===== src/hw/rtl/sle_pkg.sv =====
// ----------------------------------------------------------------------------
// sle_pkg
// Shared types, constants and the set-1 US keymap for the scan code line
// editor.
// ----------------------------------------------------------------------------
package sle_pkg;

	localparam int unsigned LINE_DEPTH_DEF = 256;
	localparam int unsigned KEYMAP_LEN     = 58;

	localparam logic [7:0] CODE_LSHIFT  = 8'h2A;
	localparam logic [7:0] CODE_RSHIFT  = 8'h36;
	localparam logic [7:0] CODE_RELEASE = 8'h80;
	localparam logic [6:0] CH_BS        = 7'h08;
	localparam logic [6:0] CH_NL        = 7'h0A;
	localparam logic [6:0] CH_NONE      = 7'h00;

	typedef enum logic [1:0] {
		OP_SCAN  = 2'd0,
		OP_START = 2'd1,
		OP_STOP  = 2'd2,
		OP_READ  = 2'd3
	} op_t;

	typedef struct packed {
		logic       shift_make;
		logic       shift_break;
		logic [6:0] ch;
	} dec_t;

	localparam logic [6:0] PLAIN_MAP [0:KEYMAP_LEN-1] = '{
		7'h00, 7'h1B, 7'h31, 7'h32, 7'h33, 7'h34, 7'h35, 7'h36, 7'h37, 7'h38,
		7'h39, 7'h30, 7'h2D, 7'h3D, 7'h08, 7'h09, 7'h71, 7'h77, 7'h65, 7'h72,
		7'h74, 7'h79, 7'h75, 7'h69, 7'h6F, 7'h70, 7'h5B, 7'h5D, 7'h0A, 7'h00,
		7'h61, 7'h73, 7'h64, 7'h66, 7'h67, 7'h68, 7'h6A, 7'h6B, 7'h6C, 7'h3B,
		7'h27, 7'h60, 7'h00, 7'h5C, 7'h7A, 7'h78, 7'h63, 7'h76, 7'h62, 7'h6E,
		7'h6D, 7'h2C, 7'h2E, 7'h2F, 7'h00, 7'h2A, 7'h00, 7'h20
	};

	localparam logic [6:0] SHIFT_MAP [0:KEYMAP_LEN-1] = '{
		7'h00, 7'h1B, 7'h21, 7'h40, 7'h23, 7'h24, 7'h25, 7'h5E, 7'h26, 7'h2A,
		7'h28, 7'h29, 7'h5F, 7'h2B, 7'h08, 7'h09, 7'h51, 7'h57, 7'h45, 7'h52,
		7'h54, 7'h59, 7'h55, 7'h49, 7'h4F, 7'h50, 7'h7B, 7'h7D, 7'h0A, 7'h00,
		7'h41, 7'h53, 7'h44, 7'h46, 7'h47, 7'h48, 7'h4A, 7'h4B, 7'h4C, 7'h3A,
		7'h22, 7'h7E, 7'h00, 7'h7C, 7'h5A, 7'h58, 7'h43, 7'h56, 7'h42, 7'h4E,
		7'h4D, 7'h3C, 7'h3E, 7'h3F, 7'h00, 7'h2A, 7'h00, 7'h20
	};

	// Character for a make code; no character past the end of the map.
	function automatic logic [6:0] keymap_char(input logic [7:0] code, input logic shifted);
		logic [6:0] ch;
		ch = CH_NONE;
		if (code < 8'(KEYMAP_LEN)) begin
			ch = shifted ? SHIFT_MAP[code[5:0]] : PLAIN_MAP[code[5:0]];
		end
		return ch;
	endfunction

endpackage


===== src/hw/rtl/sle_decode.sv =====
// ----------------------------------------------------------------------------
// sle_decode
// Decodes one set-1 scan code into shift key events and a character.
// ----------------------------------------------------------------------------
module sle_decode (
	input  logic          [7:0] scan_code,
	input  logic                shift_held,
	output sle_pkg::dec_t       dec
);
	import sle_pkg::*;

	logic [7:0] key;
	logic       is_shift;
	logic       is_release;

	assign is_release = (scan_code & CODE_RELEASE) != 8'h00;
	assign key        = scan_code & ~CODE_RELEASE;
	assign is_shift   = (key == CODE_LSHIFT) || (key == CODE_RSHIFT);

	always_comb begin
		dec.shift_make  = !is_release && is_shift;
		dec.shift_break = is_release && is_shift;
		// release codes and shift keys yield no character
		if (is_release || is_shift) begin
			dec.ch = CH_NONE;
		end else begin
			dec.ch = keymap_char(scan_code, shift_held);
		end
	end

endmodule


===== src/hw/rtl/sle_line_ram.sv =====
// ----------------------------------------------------------------------------
// sle_line_ram
// Line store: one write port, one read port with registered read data.
// ----------------------------------------------------------------------------
module sle_line_ram #(
	parameter int unsigned DEPTH = sle_pkg::LINE_DEPTH_DEF,
	parameter int unsigned AW    = $clog2(DEPTH)
) (
	input  logic          clk,
	input  logic          we,
	input  logic [AW-1:0] waddr,
	input  logic    [6:0] wdata,
	input  logic          re,
	input  logic [AW-1:0] raddr,
	output logic    [6:0] rdata
);
	logic [6:0] mem [0:DEPTH-1];
	logic [6:0] rdata_q;

	always_ff @(posedge clk) begin
		if (we) begin
			mem[waddr] <= wdata;
		end
	end

	// hold read data while the result waits downstream
	always_ff @(posedge clk) begin
		if (re) begin
			rdata_q <= mem[raddr];
		end
	end

	assign rdata = rdata_q;

endmodule


===== src/hw/rtl/scancode_line_editor.sv =====
// ----------------------------------------------------------------------------
// scancode_line_editor
// Set-1 US scan code decoder with a single line buffer, backspace and
// enter handling, and indexed read-back of stored characters.
// ----------------------------------------------------------------------------
// The result is registered: it appears in the cycle after its input transfer.
// Throughput: one item per cycle while in_stall is low; flags and count update in registers, the
//   line store takes one write or one read per item.
// Reset: arst_n clears shift, line active, line ready, count and out_valid.
//   The line store is not cleared; only entries below the count are read.
module scancode_line_editor #(
	parameter int unsigned LINE_DEPTH = sle_pkg::LINE_DEPTH_DEF
) (
	input  logic       clk,
	input  logic       arst_n,
	input  logic       in_valid,
	output logic       in_stall,
	input  logic [1:0] opcode,
	input  logic [7:0] scan_code,
	input  logic [7:0] read_index,
	output logic       out_valid,
	input  logic       out_stall,
	output logic       echo_valid,
	output logic [6:0] echo_char,
	output logic       line_ready,
	output logic [7:0] line_length,
	output logic       line_active,
	output logic [6:0] read_char
);
	import sle_pkg::*;

	localparam int unsigned AW = $clog2(LINE_DEPTH);
	localparam int unsigned LW = (AW > 8) ? AW : 8;
	localparam logic [AW-1:0] LAST = AW'(LINE_DEPTH - 1);

	op_t           op;
	dec_t          dec;
	logic          accept;
	logic          shift_q;
	logic          enabled_q;
	logic          ready_q;
	logic [AW-1:0] count_q;
	logic [LW-1:0] count_w;
	logic [LW-1:0] index_w;
	logic          out_valid_q;
	logic          echo_valid_s1;
	logic    [6:0] echo_char_s1;
	logic          rd_hit_s1;
	logic    [6:0] rdata;

	logic          nxt_echo;
	logic          nxt_ready;
	logic          nxt_enabled;
	logic          nxt_shift;
	logic [AW-1:0] nxt_count;
	logic          wr_en;
	logic          rd_hit;

	assign op       = op_t'(opcode);
	assign in_stall = out_valid_q && out_stall;
	assign accept   = in_valid && !in_stall;
	assign count_w  = LW'(count_q);
	assign index_w  = LW'(read_index);
	assign rd_hit   = (op == OP_READ) && (index_w < count_w);

	sle_decode u_decode (
		.scan_code  (scan_code),
		.shift_held (shift_q),
		.dec        (dec)
	);

	always_comb begin
		nxt_echo    = 1'b0;
		nxt_ready   = ready_q;
		nxt_enabled = enabled_q;
		nxt_shift   = shift_q;
		nxt_count   = count_q;
		wr_en       = 1'b0;
		unique case (op)
			OP_SCAN: begin
				if (dec.shift_make) begin
					nxt_shift = 1'b1;
				end else if (dec.shift_break) begin
					nxt_shift = 1'b0;
				end
				if (enabled_q && dec.ch != CH_NONE) begin
					priority if (dec.ch == CH_NL) begin
						nxt_ready = 1'b1;
						nxt_echo  = 1'b1;
					end else if (dec.ch == CH_BS) begin
						if (count_q != '0) begin
							nxt_count = count_q - AW'(1);
							nxt_echo  = 1'b1;
						end
					end else if (count_q < LAST) begin
						nxt_count = count_q + AW'(1);
						wr_en     = 1'b1;
						nxt_echo  = 1'b1;
					end
				end
			end
			OP_START: begin
				nxt_count   = '0;
				nxt_ready   = 1'b0;
				nxt_enabled = 1'b1;
			end
			OP_STOP: begin
				nxt_enabled = 1'b0;
			end
			OP_READ: begin
			end
			default: begin
			end
		endcase
	end

	sle_line_ram #(
		.DEPTH (LINE_DEPTH),
		.AW    (AW)
	) u_line_ram (
		.clk   (clk),
		.we    (accept && wr_en),
		.waddr (count_q),
		.wdata (dec.ch),
		.re    (accept && rd_hit),
		.raddr (index_w[AW-1:0]),
		.rdata (rdata)
	);

	always_ff @(posedge clk or negedge arst_n) begin
		if (!arst_n) begin
			shift_q     <= 1'b0;
			enabled_q   <= 1'b0;
			ready_q     <= 1'b0;
			count_q     <= '0;
			out_valid_q <= 1'b0;
		end else begin
			if (accept) begin
				shift_q   <= nxt_shift;
				enabled_q <= nxt_enabled;
				ready_q   <= nxt_ready;
				count_q   <= nxt_count;
			end
			// drop the result once taken unless a new transfer refills it
			if (accept) begin
				out_valid_q <= 1'b1;
			end else if (!out_stall) begin
				out_valid_q <= 1'b0;
			end
		end
	end

	always_ff @(posedge clk) begin
		if (accept) begin
			echo_valid_s1 <= nxt_echo;
			echo_char_s1  <= nxt_echo ? dec.ch : CH_NONE;
			rd_hit_s1     <= rd_hit;
		end
	end

	// status comes straight from state: it only moves on a transfer
	assign out_valid   = out_valid_q;
	assign echo_valid  = echo_valid_s1;
	assign echo_char   = echo_char_s1;
	assign line_ready  = ready_q;
	assign line_length = count_w[7:0];
	assign line_active = enabled_q;
	assign read_char   = rd_hit_s1 ? rdata : CH_NONE;

	a_start_clears : assert property (@(posedge clk) disable iff (!arst_n)
		accept && op == OP_START |=> count_q == '0 && enabled_q && !ready_q)
		else $error("start line did not clear the line");

	a_count_step : assert property (@(posedge clk) disable iff (!arst_n)
		accept && op == OP_SCAN |=>
		(count_q == $past(count_q)) || (count_q == $past(count_q) + AW'(1)) ||
		(count_q == $past(count_q) - AW'(1)))
		else $error("count moved by more than one on a scan code");

	a_echo_appends : assert property (@(posedge clk) disable iff (!arst_n)
		accept && op == OP_SCAN |=>
		!(echo_valid && echo_char != CH_BS && echo_char != CH_NL) ||
		(count_q == $past(count_q) + AW'(1)))
		else $error("echoed character was not appended");

	a_inactive_quiet : assert property (@(posedge clk) disable iff (!arst_n)
		accept && !enabled_q && op == OP_SCAN |=> !echo_valid && $stable(count_q))
		else $error("inactive line echoed or changed count");

	a_count_bound : assert property (@(posedge clk) disable iff (!arst_n)
		count_q <= LAST)
		else $error("count beyond line capacity");

endmodule

===== config.mk =====
export PLATFORM = sky130hd
export DESIGN_NAME = scancode_line_editor
export DESIGN_NICKNAME = d
export VERILOG_FILES = /design/src/hw/rtl/sle_pkg.sv /design/src/hw/rtl/sle_decode.sv /design/src/hw/rtl/sle_line_ram.sv /design/src/hw/rtl/scancode_line_editor.sv
export SDC_FILE = /design/constraint.sdc
export NUM_CORES = 2
export LEC_CHECK = 0
export BUFFER_PORTS_ARGS = -buffer_cell sky130_fd_sc_hd__buf_4
export CAP_MARGIN = 10
export CORE_UTILIZATION = 50
export DETAILED_ROUTE_END_ITERATION = 8
export HOLD_SLACK_MARGIN = 0.06
export MAX_ROUTING_LAYER = met4
export PLACE_DENSITY = 0.68
export SETUP_SLACK_MARGIN = 0.15
export SLEW_MARGIN = 30
export SYNTH_ARGS = -nofsm -noshare
export SYNTH_HDL_FRONTEND = slang
export SYNTH_SLANG_ARGS = --single-unit

===== constraint.sdc =====
create_clock -name clk -period 11.2 [get_ports clk]
set_input_delay 2.8 -clock clk [delete_from_list [all_inputs] [get_ports clk]]
set_output_delay 2.8 -clock clk [all_outputs]
set_load 0.01 [all_outputs]

# Word-level counts from Yosys, hierarchy flattened
# Memory sizes are Yosys's and may differ from the RTL's. A register that Yosys moved wholly into a read port is not among the register bits.
# Cells that the tools add are included.
dict set report word_totals {
  reg_bits 21
  latchBits 0
  ram_bits 1792
  romBits 896
  inputBits 22
  elab_cells 87
  mem_count 3
}
# memory words word_bits read_ports rd_clocked_by_memory_dff write_ports line
set mem_list {}
lappend mem_list {u_line_ram.mem 256 7 1 1 1 sle_line_ram.sv:17} ;# logic [6:0] mem [0:DEPTH-1];
lappend mem_list {{(name not given)} 64 7 1 0 0 sle_pkg.sv:54} ;# ch = shifted ? SHIFT_MAP[code[5:0]] : PLAIN_MAP[code[5:0]];
lappend mem_list {{(name not given)} 64 7 1 0 0 sle_pkg.sv:54}
dict set report op_classes {
  n_addsub 2
  n_mul 0
  div_mod_pow 0
  order_cmp 4
  eq_ne 13
  shifts 0
  muxes 34
  n_bitwise 1
  n_reduce_logical 22
}
# operator count
set op_table {}
lappend op_table {{2-to-1 mux 7 bit} 8}
lappend op_table {{2-to-1 mux 8 bit} 5}
lappend op_table {{2-to-1 mux 1 bit} 18}
lappend op_table {{one-hot mux 8 bit (2 select lines)} 1}
lappend op_table {{equality test 7 x 4 -> 1 bit (second input constant)} 2}
lappend op_table {{equality test 7 x 6 -> 1 bit (second input constant)} 2}
lappend op_table {{adder 8 x 1 -> 8 bit (second input constant)} 1}
lappend op_table {{logical AND 1 bit} 8}
lappend op_table {{< comparator 8 x 6 -> 1 bit (second input constant)} 1}
lappend op_table {{< comparator 8 bit} 1}
lappend op_table {{< comparator 8 bit (second input constant)} 1}
lappend op_table {{nonzero test 8 bit} 1}
lappend op_table {{subtractor 8 x 1 -> 8 bit (second input constant)} 1}
lappend op_table {{>= comparator 7 bit (second input constant)} 1}
lappend op_table {{inverter 6 -> 7 bit} 1}
lappend op_table {{nonzero test 7 bit} 1}
lappend op_table {{inequality test 2 bit (second input constant)} 3}
lappend op_table {{inequality test 3 bit (second input constant)} 2}
lappend op_table {{AND reduction 6 bit} 1}
lappend op_table {{nonzero test 2 bit} 3}
lappend op_table {{equality test 2 bit (second input constant)} 2}
lappend op_table {{one-hot mux 1 bit (2 select lines)} 2}
lappend op_table {{AND reduction 4 bit} 1}
lappend op_table {{AND reduction 3 bit} 1}
lappend op_table {{other kinds (6)} 8}

# Longest topological paths before layout
dict set report depth {
  ltp_word 15
  mapped_depth 19
  ltp_nobuf 17
}

# Hierarchy
# From an unflattened synthesis, not the netlist that was laid out.
dict set report unflattened {
  hier_cells 3758
  area_unflattened_um2 73255.3
}
# module instances cells_per_inst area_per_inst_um2 seq_area_each_um2
set modules_own_cells {}
lappend modules_own_cells {sle_line_ram 1 3381 70267.4 54021.8}
lappend modules_own_cells {scancode_line_editor 1 186 1740.4 570.5}
lappend modules_own_cells {sle_decode 1 191 1247.4 0.0}

# Least setup slack after synthesis
# OpenSTA, ideal clock, no wires.
dict set report synth_timing {
  kind {in2reg}
  startpoint {input port scan_code[1]}
  endpoint {register count_q[0], in the netlist line_length[0]}
  setup_ps 132
  t_arrival_ps 13657
  setup_slack_ps -2589
  path_stages 13
  n_path_buf 2
  cell_sequence {buf_2 -> inv_1 -> ha_1 -> or3b_1 -> a21oi_1 -> o211ai_1 -> a41oi_1 -> o211ai_1 -> nor4_4 -> or2_1 -> buf_6 -> mux2i_1 -> o21ai_1}
}
# item line
set synth_lines {}
lappend synth_lines {{from (decl)} scancode_line_editor.sv:19} ;# input logic [7:0] scan_code,
lappend synth_lines {{to (signal assigned)} scancode_line_editor.sv:142} ;# count_q <= nxt_count;
lappend synth_lines {{to (decl)} scancode_line_editor.sv:42} ;# logic [AW-1:0] count_q;

# Final worst setup path
dict set report layout_timing {
  startpoint {input port scan_code[1]}
  endpoint {memory u_line_ram.mem[135][4] (enable)}
}
dict set report layout_via {
  elab_chain_len 15
}
# item line
set layout_rtl {}
lappend layout_rtl {{inverter 6 -> 7 bit (not written as such)} sle_pkg.sv:54}
lappend layout_rtl {{memory (64 x 7 bit)} --}
lappend layout_rtl {{2-to-1 mux 7 bit (not written as such) (2 in series)} sle_pkg.sv:54}
lappend layout_rtl {{2-to-1 mux 7 bit} sle_pkg.sv:54}
lappend layout_rtl {{2-to-1 mux 7 bit} sle_pkg.sv:53} ;# if (code < 8'(KEYMAP_LEN)) begin
lappend layout_rtl {{2-to-1 mux 7 bit (*)} sle_decode.sv:24} ;# if (is_release || is_shift) begin
lappend layout_rtl {{equality test 7 x 4 -> 1 bit} scancode_line_editor.sv:90} ;# end else if (dec.ch == CH_BS) begin
lappend layout_rtl {{2-to-1 mux 1 bit} scancode_line_editor.sv:90}
lappend layout_rtl {{2-to-1 mux 1 bit} scancode_line_editor.sv:87} ;# priority if (dec.ch == CH_NL) begin
lappend layout_rtl {{2-to-1 mux 1 bit (*)} scancode_line_editor.sv:86} ;# if (enabled_q && dec.ch != CH_NONE) begin
lappend layout_rtl {{2-to-1 mux 1 bit (*)} scancode_line_editor.sv:79} ;# unique case (op)
lappend layout_rtl {{logical AND 1 bit (*)} scancode_line_editor.sv:122} ;# .we (accept && wr_en),
lappend layout_rtl {{2-to-1 mux 1 bit (*)} sle_line_ram.sv:21} ;# if (we) begin
lappend layout_rtl {{2-to-1 mux 1 bit (not written as such) (*)} sle_line_ram.sv:22} ;# mem[waddr] <= wdata;
lappend layout_rtl {{to (decl)} sle_line_ram.sv:17}
# Mark *: on every way between the ends. The rest lies on a longest branch, timed or not. The select of a mux whose other input is x is not followed.

==> results.yml <==
status:
  outcome: "complete, no violations"
place:
  pre_cts_slack_ns: 3.53
  place_hpwl_um: 97500
  gp_congestion: 0.826
  io_buffer_count: 48
power:
  total_power_uw: 14000
  p_per_area_mw_per_mm2: 174
  ir_drop_v: 0.000165
  leakagePower_uw: 0.0251
die:
  core_mm2: 0.143
  die_y_um: 382
  die_w_um: 382
  die-area_mm2: 0.146
  pin_count: 49
  start_util: 0.503
  num_rows: 139
global_routing:
  grt_first_pass_wirelength_um: 244000
  grt_pass1_vias: 34600
  grt_use_total: 0.238
  antenna_found_initial: 6
  grt_max_degree: 208
  grt-ovfl-total: 0
timing:
  rsz0062_at_grt: "no"
  tns_ns: 0
  min_period_ns: 6.83
  timing.final.ws_setup_ns: 4.37
  setup_viol: 0
  worst_clock_skew_ns: 0.0261
  worst_hold_slack_ns: 0.544
  maxSlewViolCount: 0
  max_slew_margin: 0.315
  hold_viol: 0
  clock.fmax_mhz: 146
  worst_pin_slew_ns: 1.03
  period_share: 0.610
drt:
  wl_per_cell_um: 31.0
  num_vias: 34000
  dr.pass1.iters: 8
  wl_um: 166000
  postRouteAntennaNets: 0
  route.detailed.drc: 0
  drt_iter0_drc: 3847
  avgViaCountPerCell: 6.35
job:
  cap_violations: 0
cts:
  cts_setup_buffers: 0
  cts_sinks: 1820
  clockBufferDepth: 3
  numCtsBuffers: 176
  clock-root-buffer: "clkbuf_16"
  clkSlewWorstSetupHoldPaths_ns: 0.06
  cts_hold_buf: 0
  cts_resized: 0
  clk_latency_ns: 0.80
  cts_tree: "done"
  cts_max_level: 4
setup_path:
  setup.worst_path.class: "primary input to flop"
  r2r_slack_ns: 6.59
  r2r-start: "shift_q"
  cp-start-kind: "primary input"
  r2r_end: "line_length[7]"
  worstSetupEndpointType: "flop"
  ff2ff_path_depth: 15
  crit_fanout: 18
  worstPathArrival_ns: 7.25
  required_ns: 11.62
hold_path:
  hold_depth: 2
  hp-start: "out_valid"
  hp-class: "flop to flop"
  hold_end: "out_valid"
synthesis:
  async_flop_share: 0.00659
  synth-edff-count: 1808
  syn_area_per_cell_um2: 22.4
  synth.ff_latch_count: 1820
  postSynthCellCount: 3219
  ys_seq_area_frac: 0.756
  syn_area_mm2: 0.0722
  ys.flop_type: "edfxtp_1"
  synth_cell_types: 80
  yosysWarnings: 0
final_layout:
  fin_nets: 3358
  syn2layout_area_growth_pct: 11.5
  layout-drive-gt1-share: 0.285
  postLayoutCoreUtil: 0.561
-- worst max-delay path, stage by stage --
cell       delay, ns
buf_4           0.25
inv_6           0.10
ha_1            0.43
nor2b_1         0.22
a211oi_1        0.09
a2111oi_0       0.78
o41ai_4         0.22
nand4_4         0.20
o21ai_2         0.15
nor3_2          0.29
nand3_2         0.82
nor2_1          0.87
-- synthesized netlist by cell type (5+ instances only) --
cell type | n | area [um^2]
edfxtp_1 | 1808 | 54300
xnor2_1 | 5 | 43.8
nand2b_1 | 11 | 68.8
a31oi_1 | 8 | 50.1
nand2_1 | 50 | 188
ha_1 | 29 | 363
dfrtp_1 | 12 | 300
a21oi_1 | 18 | 90.1
mux2i_1 | 6 | 60.1
clkbuf_1 | 85 | 319
buf_1 | 29 | 109
nand4_1 | 6 | 37.5
nor3_1 | 11 | 55.1
a21o_1 | 8 | 60.1
o21ai_0 | 20 | 100
nor2_1 | 287 | 1080
nand3_1 | 15 | 75.1
inv_1 | 23 | 86.3
nor2b_1 | 8 | 50.1
buf_2 | 71 | 355
mux4_2 | 596 | 13400
o211ai_1 | 7 | 52.6
and2_1 | 7 | 43.8
-- state kept, by name, summed over array words and instances (netlist names) --
name / cells
echo_valid: 1
u_line_ram.mem: 1792
u_line_ram.rdata: 7
line_length: 8
shift_q: 1
line_active: 1
rd_hit_s1: 1
line_ready: 1
out_valid: 1
echo_char: 7
-- placed cells by master (no fill, tap or decap), types with 9 or more instances in the layout --
| master | instances |
|---|---|
| a21oi_1 | 15 |
| buf_12 | 9 |
| buf_4 | 72 |
| bufinv_16 | 14 |
| clkbuf_1 | 34 |
| clkbuf_16 | 182 |
| clkinv_1 | 45 |
| clkinv_2 | 29 |
| dfrtp_1 | 12 |
| edfxtp_1 | 1808 |
| ha_1 | 26 |
| inv_1 | 21 |
| mux4_2 | 596 |
| nand2_1 | 46 |
| nand2b_1 | 11 |
| nand3_1 | 13 |
| nor2_1 | 279 |
| nor3_1 | 10 |
| o21ai_0 | 17 |
-- cells by family after synthesis --
logic type                 after synthesis  share of synthesized area
AOI/OAI and AO/OA                      108                     0.0113
xor gates and xnor gates                 8                   0.000970
adders and majority gates               30                    0.00530
buffers and inverters                  217                     0.0131
DFF                                   1820                      0.756
muxes                                  604                      0.187
other                                    1                  0.0000519
and+or+nand+nor                        431                     0.0265
-- metrics by stage --
| stage | std cells | area (um^2) |
|---|---|---|
| 2_1_floorplan | 3225 | 72300 |
| 3_3_place_gp | 5023 | 74700 |
| 3_5_place_dp | 5024 | 74700 |
| 4_1_cts | 5344 | 80300 |
| 5_1_grt | 5353 | 80500 |
| 6_report | 5353 | 80500 |
-- metal layers --
metal,part of all wire,GRT usage,vias to the layer above
met4,0.027,0.0656,0
li1,-,-,13800
met3,0.083,0.0418,279
met1,0.40,0.330,18200
met2,0.49,0.368,1725
met5,0,-,-
-- layout make-up --
cell class              count  area [um^2]
diodes                      2         5.00
multi-input cells        1188        16900
fillers                 10300        62900
well taps                1903         2380
inverters                  25          104
clock inverters           101          853
clock buffers             219         4720
flip-flops and latches   1820        54600
repair buffers             95         1020
-- how the worst max path moves through the flow --
stage | slack, ns | cells past startpoint | to | startpoint
finish | 4.37 | 12 | u_line_ram.mem[135][4] | scan_code[1]
global route | 4.01 | 12 | u_line_ram.mem[135][4] | scan_code[1]
CTS | 4.38 | 12 | u_line_ram.mem[181][2] | scan_code[1]
detailed placement | 3.53 | 12 | u_line_ram.mem[181][2] | scan_code[1]
global placement | 3.55 | 18 | line_length[7] | scan_code[1]
floorplan | -0.37 | 17 | line_length[7] | scan_code[1]
-- where the power goes --
group / leakage [uW] / switching (uW) / total, uW / internal, uW
Combinational: 0.00556 / 457 / 764 / 307
Sequential: 0.0168 / 19.2 / 7520 / 7500
Clock: 0.00272 / 2460 / 5770 / 3300
Power figures use the tool's default switching activity.
